[src/rtl/eztq_pkg.sv]
// ---------------------------------------------------------------------------
// eztq_pkg: shared types, widths and tables for the euler zyx to quaternion block
// Holds the fixed-point widths, the cordic gain start value and the arctangent steps.
// ---------------------------------------------------------------------------
package eztq_pkg;

    localparam int ANG_W             = 16;   // binary angle input width
    localparam int Q_W               = 16;   // Q1.15 output width
    localparam int CW                = 32;   // cordic datapath, Q.30
    localparam int PW                = 64;   // product width, Q.60
    localparam int HALF_SH           = 15;   // angle * 32768 gives the half angle
    localparam int PROD_SH           = 30;   // pair product back to Q.30
    localparam int OUT_SH            = 45;   // Q.60 down to Q.15
    localparam int ATAN_ENTRIES      = 24;
    localparam int CORDIC_STAGES_DEF = 16;
    localparam int S_TDATA_W         = 3 * ANG_W;
    localparam int M_TDATA_W         = 4 * Q_W;
    localparam int RND_W             = PW - OUT_SH;  // width after final shift

    localparam logic signed [CW-1:0] GAIN_START = 32'sd652032874;
    localparam logic signed [PW-1:0] RND_PROD   = 64'sd1 <<< (PROD_SH - 1);
    localparam logic signed [PW-1:0] RND_OUT    = 64'sd1 <<< (OUT_SH - 1);
    localparam logic signed [RND_W-1:0] SAT_MAX = 19'sd32767;
    localparam logic signed [RND_W-1:0] SAT_MIN = -19'sd32768;

    typedef logic signed [CW-1:0] t_cw;
    typedef logic signed [PW-1:0] t_pw;
    typedef logic signed [Q_W-1:0] t_q;

    // atan(2^-k) with 2^32 equal to 2*pi, truncated
    function automatic t_cw atan_step(input int unsigned k);
        t_cw v;
        begin
            unique case (k)
                0:  v = 32'sd536870912;
                1:  v = 32'sd316933406;
                2:  v = 32'sd167458907;
                3:  v = 32'sd85004756;
                4:  v = 32'sd42667331;
                5:  v = 32'sd21354465;
                6:  v = 32'sd10679838;
                7:  v = 32'sd5340245;
                8:  v = 32'sd2670163;
                9:  v = 32'sd1335087;
                10: v = 32'sd667544;
                11: v = 32'sd333772;
                12: v = 32'sd166886;
                13: v = 32'sd83443;
                14: v = 32'sd41721;
                15: v = 32'sd20860;
                16: v = 32'sd10430;
                17: v = 32'sd5215;
                18: v = 32'sd2607;
                19: v = 32'sd1303;
                20: v = 32'sd651;
                21: v = 32'sd325;
                22: v = 32'sd162;
                23: v = 32'sd81;
                default: v = '0;
            endcase
            return v;
        end
    endfunction

endpackage

[src/rtl/eztq_skid.sv]
// ---------------------------------------------------------------------------
// eztq_skid: output register with skid stage
// Holds results for the master side and advances the pipeline while the skid is empty.
// ---------------------------------------------------------------------------
module eztq_skid (
    input  logic                                i_clk,
    input  logic                                i_rst_n,
    input  logic                                i_vld,
    input  logic [eztq_pkg::M_TDATA_W-1:0]      i_data,
    output logic                                o_en,
    output logic                                o_m_tvalid,
    input  logic                                i_m_tready,
    output logic [eztq_pkg::M_TDATA_W-1:0]      o_m_tdata
);
    import eztq_pkg::*;

    logic                 r_ovld, r_svld;
    logic [M_TDATA_W-1:0] r_odata, r_sdata;
    logic                 take;

    assign o_en = !r_svld;
    assign take = o_en && i_vld;

    always_ff @(posedge i_clk) begin
        if (!i_rst_n) begin
            r_ovld <= 1'b0;
            r_svld <= 1'b0;
        end else if (!r_ovld || i_m_tready) begin
            if (r_svld) begin
                r_ovld <= 1'b1;
                r_svld <= 1'b0;
            end else begin
                r_ovld <= take;
            end
        end else if (take) begin
            r_svld <= 1'b1;
        end
    end

    always_ff @(posedge i_clk) begin
        if (!r_ovld || i_m_tready) begin
            r_odata <= r_svld ? r_sdata : i_data;
        end else if (take) begin
            r_sdata <= i_data;
        end
    end

    assign o_m_tvalid = r_ovld;
    assign o_m_tdata  = r_odata;

    // skid only fills behind a held result
    a_skid_behind_out: assert property (@(posedge i_clk) disable iff (!i_rst_n)
        r_svld |-> r_ovld)
        else $error("skid holds data with the output register empty");

    a_skid_fill_cause: assert property (@(posedge i_clk) disable iff (!i_rst_n)
        $rose(r_svld) |-> $past(r_ovld && !i_m_tready && i_vld))
        else $error("skid filled without a stalled output");

    a_skid_drain: assert property (@(posedge i_clk) disable iff (!i_rst_n)
        (r_svld && i_m_tready) |=> (r_ovld && !r_svld))
        else $error("skid did not drain into the output register");

endmodule

[config.mk]
export PLATFORM = sky130hd
export DESIGN_NAME = eztq_skid
export DESIGN_NICKNAME = d
export VERILOG_FILES = /design/src/rtl/eztq_pkg.sv /design/src/rtl/eztq_skid.sv
export SDC_FILE = /design/constraint.sdc
export NUM_CORES = 1
export LEC_CHECK = 0
export BUFFER_PORTS_ARGS = -buffer_cell sky130_fd_sc_hd__buf_2
export CAP_MARGIN = 40
export CORE_ASPECT_RATIO = 1.25
export CORE_MARGIN = 1
export CORE_UTILIZATION = 35
export CTS_CLUSTER_DIAMETER = 60
export DETAILED_ROUTE_END_ITERATION = 8
export PLACE_DENSITY = 0.54
export SLEW_MARGIN = 10
export SYNTH_ARGS = -nofsm -noshare
export SYNTH_HDL_FRONTEND = slang
export SYNTH_SLANG_ARGS = --single-unit
[constraint.sdc]
create_clock -name i_clk -period 15.8 [get_ports i_clk]
set_clock_uncertainty 0.05 [all_clocks]
set_input_delay 2.37 -clock i_clk [delete_from_list [all_inputs] [get_ports i_clk]]
set_output_delay 2.37 -clock i_clk [all_outputs]
set_load 0.1 [all_outputs]
==> flow_metrics.tcl <==
set metrics [dict create \
    netlist_instances 207 \
    rsz0062_at_grt "false" \
    p_switching_uw 246 \
    ir_drop_mv 0.0667 \
    root_buffer "clkbuf_16" \
    crit_path_end_kind "primary output" \
    p_total_uw 896 \
    first_pass_iters 4 \
    crit_fanout 28 \
    grtUsageTotal_pct 12.9 \
    clk_pin_slew_ps 50 \
    core_area_sq_um 13200 \
    drc 0 \
    cts.sinks 130 \
    final_layout_size_suffix_gt1_share_pct 62.4 \
    fin_tns_setup_ps 0 \
    final-setup-viol-count 0 \
    wl_per_cell_um 15.6 \
    wl_um 8410 \
    viasPerCell 4.47 \
    vias 2410 \
    pin_count 134 \
    syn2layout_area_growth_pct 30.4 \
    fin_cells 539 \
    htree_levels 4 \
    slew_violations 0 \
    drt_first_iter_violations 106 \
    cts.path.max_buffers 2 \
    place.gp.congestion 0.697 \
    yosysSeqAreaShare_pct 82.6 \
    yosysUniqueCellTypes 12 \
    timing.rr.start "o_m_tvalid" \
    p_leak_nw 2.33 \
    die-area_sq_um 13900 \
    ctsResizeCount 0 \
    hold_start "r_sdata[60]" \
    grt_pass1_wl_um 13100 \
    grt.overflow.total 0 \
    fillers 1176 \
    p_comb_share_pct 15.2 \
    die_h_um 132 \
    hold_class "register to register" \
    nNetsFinal 424 \
    ant_nets 0 \
    yosys_warnings 0 \
    clk_latency_ps 400 \
    initial_core_util_pct 35.7 \
    place_hpwl_um 5430 \
    whs_ps 492 \
    die_w_um 106 \
    syn_area_sq_um 4700 \
    final_common_cell "buf_2" \
    cp.required_ps 13380 \
    intPower_uw 650 \
    tritoncts "done" \
    min_period_ps 3800 \
    cts_setup_buffers 0 \
    grt_max_degree 49 \
    status "finished clean" \
    fin_crit_sh_pct 24.0 \
    hold_viol 0 \
    swShare_pct 27.4 \
    post-route-util_pct 46.6 \
    critPathKind "register to primary output" \
    antenna_found_initial 1 \
    place_inst 508 \
    maxSlewHeadroom_pct 58.0 \
    ff2ff_setup_slack_ps 13830 \
    std_cell_rows 47 \
    postCtsHoldBufs 0 \
    power.density_nw_per_um2 146 \
    syn-num-nets 275 \
    final_cell_mix "buf_2 (133), edfxtp_1 (128), mux2_2 (64), clkbuf_16 (17)" \
    critPathLaunch "r_svld" \
    io_buffers 133 \
    worstSetupStartpointType "register" \
    seqPwrFrac_pct 45.1 \
    syn_avg_cell_area_sq_um 22.7 \
    pwr-share-clk_pct 39.7 \
    max_cap_viol_count 0 \
    arrival_ps 1380 \
    grt_pass1_vias 2512 \
    worst_slew_pin_slew_ps 631 \
    fmax_ghz 0.263 \
    ys_seq_elements 130 \
    cts_buffers 17 \
]
-- kinds of logic after synthesis --
kind of cell	share of synthesized area, %
AO/OA/AOI/OAI	0.160
buffers and inverters	1.28
flip-flops	82.6
multiplexers	15.3
AND/OR/NAND/NOR	0.639
-- routing by layer --
layer  wire [um]  global-route usage [%]  vias up
met5           0                       0        -
met4         167                    6.25        0
met3         554                    5.01       13
met2        4290                    21.3       92
met1        3400                    14.4     1174
li1            -                       -     1131
-- cells in the mapped netlist --
library cell,n,area [sq um]
nor3b_1,1,7.51
nor2_1,1,3.75
dfxtp_1,2,40.0
nor3b_2,1,12.5
inv_1,1,3.75
edfxtp_1,128,3840
a21boi_1,1,7.51
mux2_2,64,721
buf_2,3,15.0
buf_4,1,7.51
buf_6,3,33.8
nand2b_1,1,6.26
-- registers in the layout (all words and copies together), names as in the netlist --
signal and cells:
o_m_tvalid 1, o_m_tdata 64, r_sdata 64, r_svld 1
-- power groups by stage --
stage	registers (mW)	logic (mW)	clock network, mW
after floorplan	0.506	0.0154	0
after CTS	0.404	0.137	0.366
after global routing	0.406	0.140	0.379
after global placement	0.412	0.135	0
final	0.404	0.136	0.356
after detailed placement	0.411	0.137	0
-- cell type report --
| class | instances | area (sq um) | area share (%) |
|---|---|---|---|
| antenna | 1 | 2.50 | 0.0408 |
| clock buffer | 22 | 444 | 7.24 |
| clock inverter | 8 | 88.8 | 1.45 |
| inverter | 1 | 3.75 | 0.0612 |
| multi-input combinational | 69 | 771 | 12.6 |
| sequential | 130 | 3890 | 63.4 |
| tap | 171 | 214 | 3.49 |
| timing repair buffer | 137 | 721 | 11.8 |
-- path summary, 6_finish.rpt --
path | endpoint | cells after the start
max reg2reg | r_sdata[45] | 3
min reg2reg | o_m_tdata[60] | 1
max | o_en | 2
min | o_m_tdata[60] | 1
-- metrics by stage --
step	worst slack [ps]	instance area, sq um
after floorplan	6400	4700
after global placement	11320	5560
after detailed placement	11610	5600
after CTS	11970	6130
after global routing	11940	6130
final	12000	6130
-- worst max-delay path: stages, from the launching register on --
cell and delay [ps]:
dfxtp_4 460, inv_1 80, buf_2 420
(Power assumes the default switching activity.)
