**config.mk**
```make
export PLATFORM = sky130hd
export DESIGN_NAME = eztq_cordic
export DESIGN_NICKNAME = d
export VERILOG_FILES = /design/src/rtl/eztq_pkg.sv /design/src/rtl/eztq_cordic.sv
export SDC_FILE = /design/constraint.sdc
export NUM_CORES = 2
export LEC_CHECK = 0
export BUFFER_PORTS_ARGS = -buffer_cell sky130_fd_sc_hd__buf_2
export CAP_MARGIN = 10
export CELL_PAD_IN_SITES_DETAIL_PLACEMENT = 1
export CELL_PAD_IN_SITES_GLOBAL_PLACEMENT = 2
export CORE_MARGIN = 10
export CORE_UTILIZATION = 30
export DETAILED_ROUTE_END_ITERATION = 8
export PLACE_DENSITY = 0.63
export SKIP_CTS_REPAIR_TIMING = 1
export SLEW_MARGIN = 20
export SYNTH_ARGS = -nofsm -noshare
export SYNTH_HDL_FRONTEND = slang
export SYNTH_SLANG_ARGS = --single-unit
```
**constraint.sdc**
```tcl
create_clock -name i_clk -period 7.05 [get_ports i_clk]
set_input_delay 0.3525 -clock i_clk [delete_from_list [all_inputs] [get_ports i_clk]]
set_output_delay 0.3525 -clock i_clk [all_outputs]
set_load 0.005 [all_outputs]
```
**src/rtl/eztq_pkg.sv**
```systemverilog
// ---------------------------------------------------------------------------
// eztq_pkg: shared types, widths and tables for the euler zyx to quaternion block
// Holds the fixed-point widths, the cordic gain start value and the arctangent steps.
// ---------------------------------------------------------------------------
package eztq_pkg;

    localparam int ANG_W             = 16;   // binary angle input width
    localparam int Q_W               = 16;   // Q1.15 output width
    localparam int CW                = 32;   // cordic datapath, Q.30
    localparam int PW                = 64;   // product width, Q.60
    localparam int HALF_SH           = 15;   // angle * 32768 gives the half angle
    localparam int PROD_SH           = 30;   // pair product back to Q.30
    localparam int OUT_SH            = 45;   // Q.60 down to Q.15
    localparam int ATAN_ENTRIES      = 24;
    localparam int CORDIC_STAGES_DEF = 16;
    localparam int S_TDATA_W         = 3 * ANG_W;
    localparam int M_TDATA_W         = 4 * Q_W;
    localparam int RND_W             = PW - OUT_SH;  // width after final shift

    localparam logic signed [CW-1:0] GAIN_START = 32'sd652032874;
    localparam logic signed [PW-1:0] RND_PROD   = 64'sd1 <<< (PROD_SH - 1);
    localparam logic signed [PW-1:0] RND_OUT    = 64'sd1 <<< (OUT_SH - 1);
    localparam logic signed [RND_W-1:0] SAT_MAX = 19'sd32767;
    localparam logic signed [RND_W-1:0] SAT_MIN = -19'sd32768;

    typedef logic signed [CW-1:0] t_cw;
    typedef logic signed [PW-1:0] t_pw;
    typedef logic signed [Q_W-1:0] t_q;

    // atan(2^-k) with 2^32 equal to 2*pi, truncated
    function automatic t_cw atan_step(input int unsigned k);
        t_cw v;
        begin
            unique case (k)
                0:  v = 32'sd536870912;
                1:  v = 32'sd316933406;
                2:  v = 32'sd167458907;
                3:  v = 32'sd85004756;
                4:  v = 32'sd42667331;
                5:  v = 32'sd21354465;
                6:  v = 32'sd10679838;
                7:  v = 32'sd5340245;
                8:  v = 32'sd2670163;
                9:  v = 32'sd1335087;
                10: v = 32'sd667544;
                11: v = 32'sd333772;
                12: v = 32'sd166886;
                13: v = 32'sd83443;
                14: v = 32'sd41721;
                15: v = 32'sd20860;
                16: v = 32'sd10430;
                17: v = 32'sd5215;
                18: v = 32'sd2607;
                19: v = 32'sd1303;
                20: v = 32'sd651;
                21: v = 32'sd325;
                22: v = 32'sd162;
                23: v = 32'sd81;
                default: v = '0;
            endcase
            return v;
        end
    endfunction

endpackage

```
**src/rtl/eztq_cordic.sv**
```systemverilog
// ---------------------------------------------------------------------------
// eztq_cordic: pipelined rotation-mode cordic
// Gives cosine and sine (Q.30) of half of a binary angle, one register per step.
// ---------------------------------------------------------------------------
module eztq_cordic #(
    parameter int CORDIC_STAGES = eztq_pkg::CORDIC_STAGES_DEF
) (
    input  logic                              i_clk,
    input  logic                              i_rst_n,
    input  logic                              i_en,
    input  logic                              i_vld,
    input  logic signed [eztq_pkg::ANG_W-1:0] i_angle,
    output logic                              o_vld,
    output logic signed [eztq_pkg::CW-1:0]    o_cos,
    output logic signed [eztq_pkg::CW-1:0]    o_sin
);
    import eztq_pkg::*;

    localparam int NSTG = (CORDIC_STAGES < ATAN_ENTRIES) ? CORDIC_STAGES : ATAN_ENTRIES;

    logic [NSTG:0] r_vld;
    t_cw           r_x [NSTG+1];
    t_cw           r_y [NSTG+1];
    t_cw           r_z [NSTG+1];

    always_ff @(posedge i_clk) begin
        if (!i_rst_n) begin
            r_vld <= '0;
        end else if (i_en) begin
            r_vld <= {r_vld[NSTG-1:0], i_vld};
        end
    end

    // entry register, then one micro-rotation per stage
    always_ff @(posedge i_clk) begin
        if (i_en) begin
            r_x[0] <= GAIN_START;
            r_y[0] <= '0;
            r_z[0] <= $signed({{(CW-ANG_W-HALF_SH){i_angle[ANG_W-1]}}, i_angle,
                               {HALF_SH{1'b0}}});
            for (int k = 0; k < NSTG; k++) begin
                if (!r_z[k][CW-1]) begin
                    r_x[k+1] <= r_x[k] - (r_y[k] >>> k);
                    r_y[k+1] <= r_y[k] + (r_x[k] >>> k);
                    r_z[k+1] <= r_z[k] - atan_step(k);
                end else begin
                    r_x[k+1] <= r_x[k] + (r_y[k] >>> k);
                    r_y[k+1] <= r_y[k] - (r_x[k] >>> k);
                    r_z[k+1] <= r_z[k] + atan_step(k);
                end
            end
        end
    end

    assign o_vld = r_vld[NSTG];
    assign o_cos = r_x[NSTG];
    assign o_sin = r_y[NSTG];

endmodule

```
==> summary.md <==
| Metric | Value |
|---|---|
| Netlist Area Pre-Place | `0.117 mm2` |
| Endpoints failing hold | `0` |
| Kind of critical path | `reg -> reg` |
| Endpoint type of the worst setup path | `flop` |
| Final Critical Period | `roughly 5800 ps` |
| Final setup viols | `0` |
| DRT Wirelength | `360000 um` |
| Cell count after synthesis | `12118` |
| Die ar. | `between 0.4 and 0.5 mm2` |
| Die width | `644 um` |
| First-pass GRT wire length | `around 560000 um` |
| Top sig layer | `met4` |
| Fmax | `roughly 0.17 GHz` |
| CTS buffer count | `188` |
| Worst Hold Class | `in -> reg` |
| Max-slew violations | `0` |
| Area delta synth->final | `11.3%` |
| # H-tree levels | `4` |
| Vias in the first global route | `95928` |
| Clock sink count | `1378` |
| Via count | `92171` |
| CP required | `between 7000 and 8000 ps` |
| Clock latency on the worst-skew pair | `920 ps` |
| CTS max path bufs | `4` |
| FP Rows | `between 200 and 250` |
| IO buf count | `84` |
| Hold path depth | `2` |
| Pin count of the biggest net entering global routing | `169` |
| Run status | `completed` |
| WL met1 | `169000 um` |
| Worst slew pin tran | `1080 ps` |
| R2r setup slk | `around 1300 ps` |
| Post-Syn Area per Cell | `9.64 um2` |
| Die height | `between 600 and 700 um` |
| Sequential area share after synthesis | `35.3%` |
| Max-cap viol count | `0` |
| Max Clock Skew | `around 72 ps` |
| Arrival @ worst endpoint | `6430 ps` |
| WL/cell | `20.4 um` |
| Initial DRC Count | `4217` |
| Fillers | `44281` |
| Post-synth top flop | `edfxtp_1` |
| DP Wirelength | `291000 um` |
| Final ANT Viol Nets | `0` |
| Period utilisation layout | `81.9%` |
| Global-route usage over all layers | `16.6%` |
| Root buffer cell | `clkbuf_16` |
| DRT Pass-1 Iters | `6` |
| Grt ovf | `0` |
| Post-synthesis register bit count | `1378` |
| RSZ-0062 raised after global routing | `false` |
| Post-synth ARST share | `0%` |
| DRC viols | `0` |
| Number of synthesized flops with an enable pin | `1361` |
| Antenna violations before repair | `7` |
| Ys Warns | `0` |
| Core ar. | `0.389 mm2` |
| DP Worst Slack | `1180 ps` |
| R2R depth | `17` |
| Ports | `between 80 and 90` |
| Initial core utilization | `a little under a third` |
| Startpoint Class | `flop` |
| TNS Setup | `0 ps` |
| Max_slew headroom | `approximately 28%` |
| Yosys cell types | `96` |
| Final Wtd Congestion | `0.843` |
| Met2 WL | `173000 um` |
| CP Max Fanout | `7` |
| Vias per inst | `5.22` |
| Share of cells above drive strength 1 | `4.79%` |
| Post-route setup slack | `around 1300 ps` |
| Layout Nets | `13750` |
| CTS tree | `yes` |
| Net Count, Synth | `about 14000` |
| Met3 routed WL | `9410 um` |
| CTS clk-pin slew, worst paths | `60 ps` |
-- per-layer routing --
layer / vias up / track usage [%]
met1: 45198 / 22.0
met5: - / 0
li1: 45645 / -
met4: 0 / 3.61
met3: 360 / 1.59
met2: 968 / 29.3
-- cell usage after synthesis (128+ instances only) --
cell type	number	area share, %
a21oi_1	1285	5.5
nor3_1	298	1.3
inv_1	443	1.4
a211oi_1	142	0.91
o21ai_0	647	2.8
and3_1	139	0.74
a31oi_1	128	0.69
nand3_1	214	0.92
edfxtp_1	1361	35
nor2b_1	169	0.90
xor2_1	578	4.3
clkbuf_1	157	0.50
o21bai_1	151	0.97
nand2b_1	171	0.92
a21o_1	552	3.5
xnor2_1	1117	8.4
ha_1	1388	15
nor2_1	882	2.8
nand2_1	704	2.3
o21a_1	185	1.2
-- worst paths after layout --
check        startpoint         end
min          i_angle[4]  r_z[0][19]
max          r_x[7][12]  r_y[8][31]
max reg2reg  r_x[7][12]  r_y[8][31]
min reg2reg  r_z[10][1]  r_z[11][1]
-- sequential cells by signal, summed over array words and instances, names as in the netlist --
| register | count |
|---|---|
| r_z | 424 |
| r_x | 456 |
| r_vld | 17 |
| r_y | 481 |
-- per-stage QoR --
step	cells	cell area [um2]	utilization (%)	hold WS, ps
after floorplan	12118	117000	-	400
after global placement	17287	124000	31.8	412
after detailed placement	17287	124000	31.8	406
after CTS	17630	130000	33.4	-511
after global routing	17652	130000	33.5	90.8
final	17652	130000	33.5	126
-- cell usage in the layout, fill, tap and decap left out, types with 31 or more instances in the layout --
| cell | n |
|---|---|
| ha_1 | 1388 |
| edfxtp_1 | 1361 |
| a21oi_1 | 1285 |
| xnor2_1 | 1117 |
| nor2_1 | 882 |
| nand2_1 | 698 |
| o21ai_0 | 647 |
| xor2_1 | 578 |
| a21o_1 | 552 |
| inv_1 | 439 |
| nor3_1 | 298 |
| nand3_1 | 214 |
| clkbuf_16 | 192 |
| o21a_1 | 185 |
| nand2b_1 | 171 |
| nor2b_1 | 169 |
| o21bai_1 | 151 |
| a211oi_1 | 142 |
| and3_1 | 139 |
| a31oi_1 | 128 |
| o31ai_1 | 119 |
| or3_1 | 92 |
| nand4_1 | 90 |
| mux2i_1 | 86 |
| buf_2 | 83 |
| o211ai_1 | 75 |
| buf_4 | 75 |
| nor4_1 | 66 |
| and2_1 | 63 |
| o41ai_1 | 49 |
| or2_2 | 46 |
| fa_1 | 41 |
| mux2_2 | 40 |
| clkinv_1 | 40 |
| clkbuf_1 | 37 |
| nor3b_1 | 31 |
| a21boi_0 | 31 |
-- layout make-up --
class                      instances  area, um2  share of cell area (%)
multi-input combinational      10099      73200                    56.3
antenna                            1       2.50                 0.00192
timing repair buffer             186       1340                    1.03
tap                             5197       6500                    5.00
sequential                      1378      41200                    31.7
clock buffer                     230       4960                    3.81
clock inverter                   113       1090                   0.840
inverter                         448       1680                    1.29
-- worst max-delay path: stages (launching register included) --
cell	delay, ps
edfxtp_1	510
or3_1	490
or4_1	450
or3_1	420
nor3_1	770
nor2_1	120
xnor2_1	270
ha_1	370
a21oi_1	170
o21ai_0	140
a221o_1	320
a21oi_1	250
a21oi_1	120
o221ai_1	340
o2111ai_1	250
a31o_2	280
a21oi_1	160
xnor2_1	100
-- kinds of logic after synthesis --
kind of cell | Yosys count | share of synthesized area [%]
buffers and inverters | 641 | 2.06
DFF | 1378 | 35.3
muxes | 126 | 1.12
adders and majority gates | 1429 | 15.6
and+or+nand+nor | 3096 | 12.9
AOI/OAI and AO/OA | 3751 | 20.3
xor gates and xnor gates | 1697 | 12.7
Power is left out: the tool's default activity adds up to more than one toggle a clock period on the data nets, which glitch-free logic cannot reach.
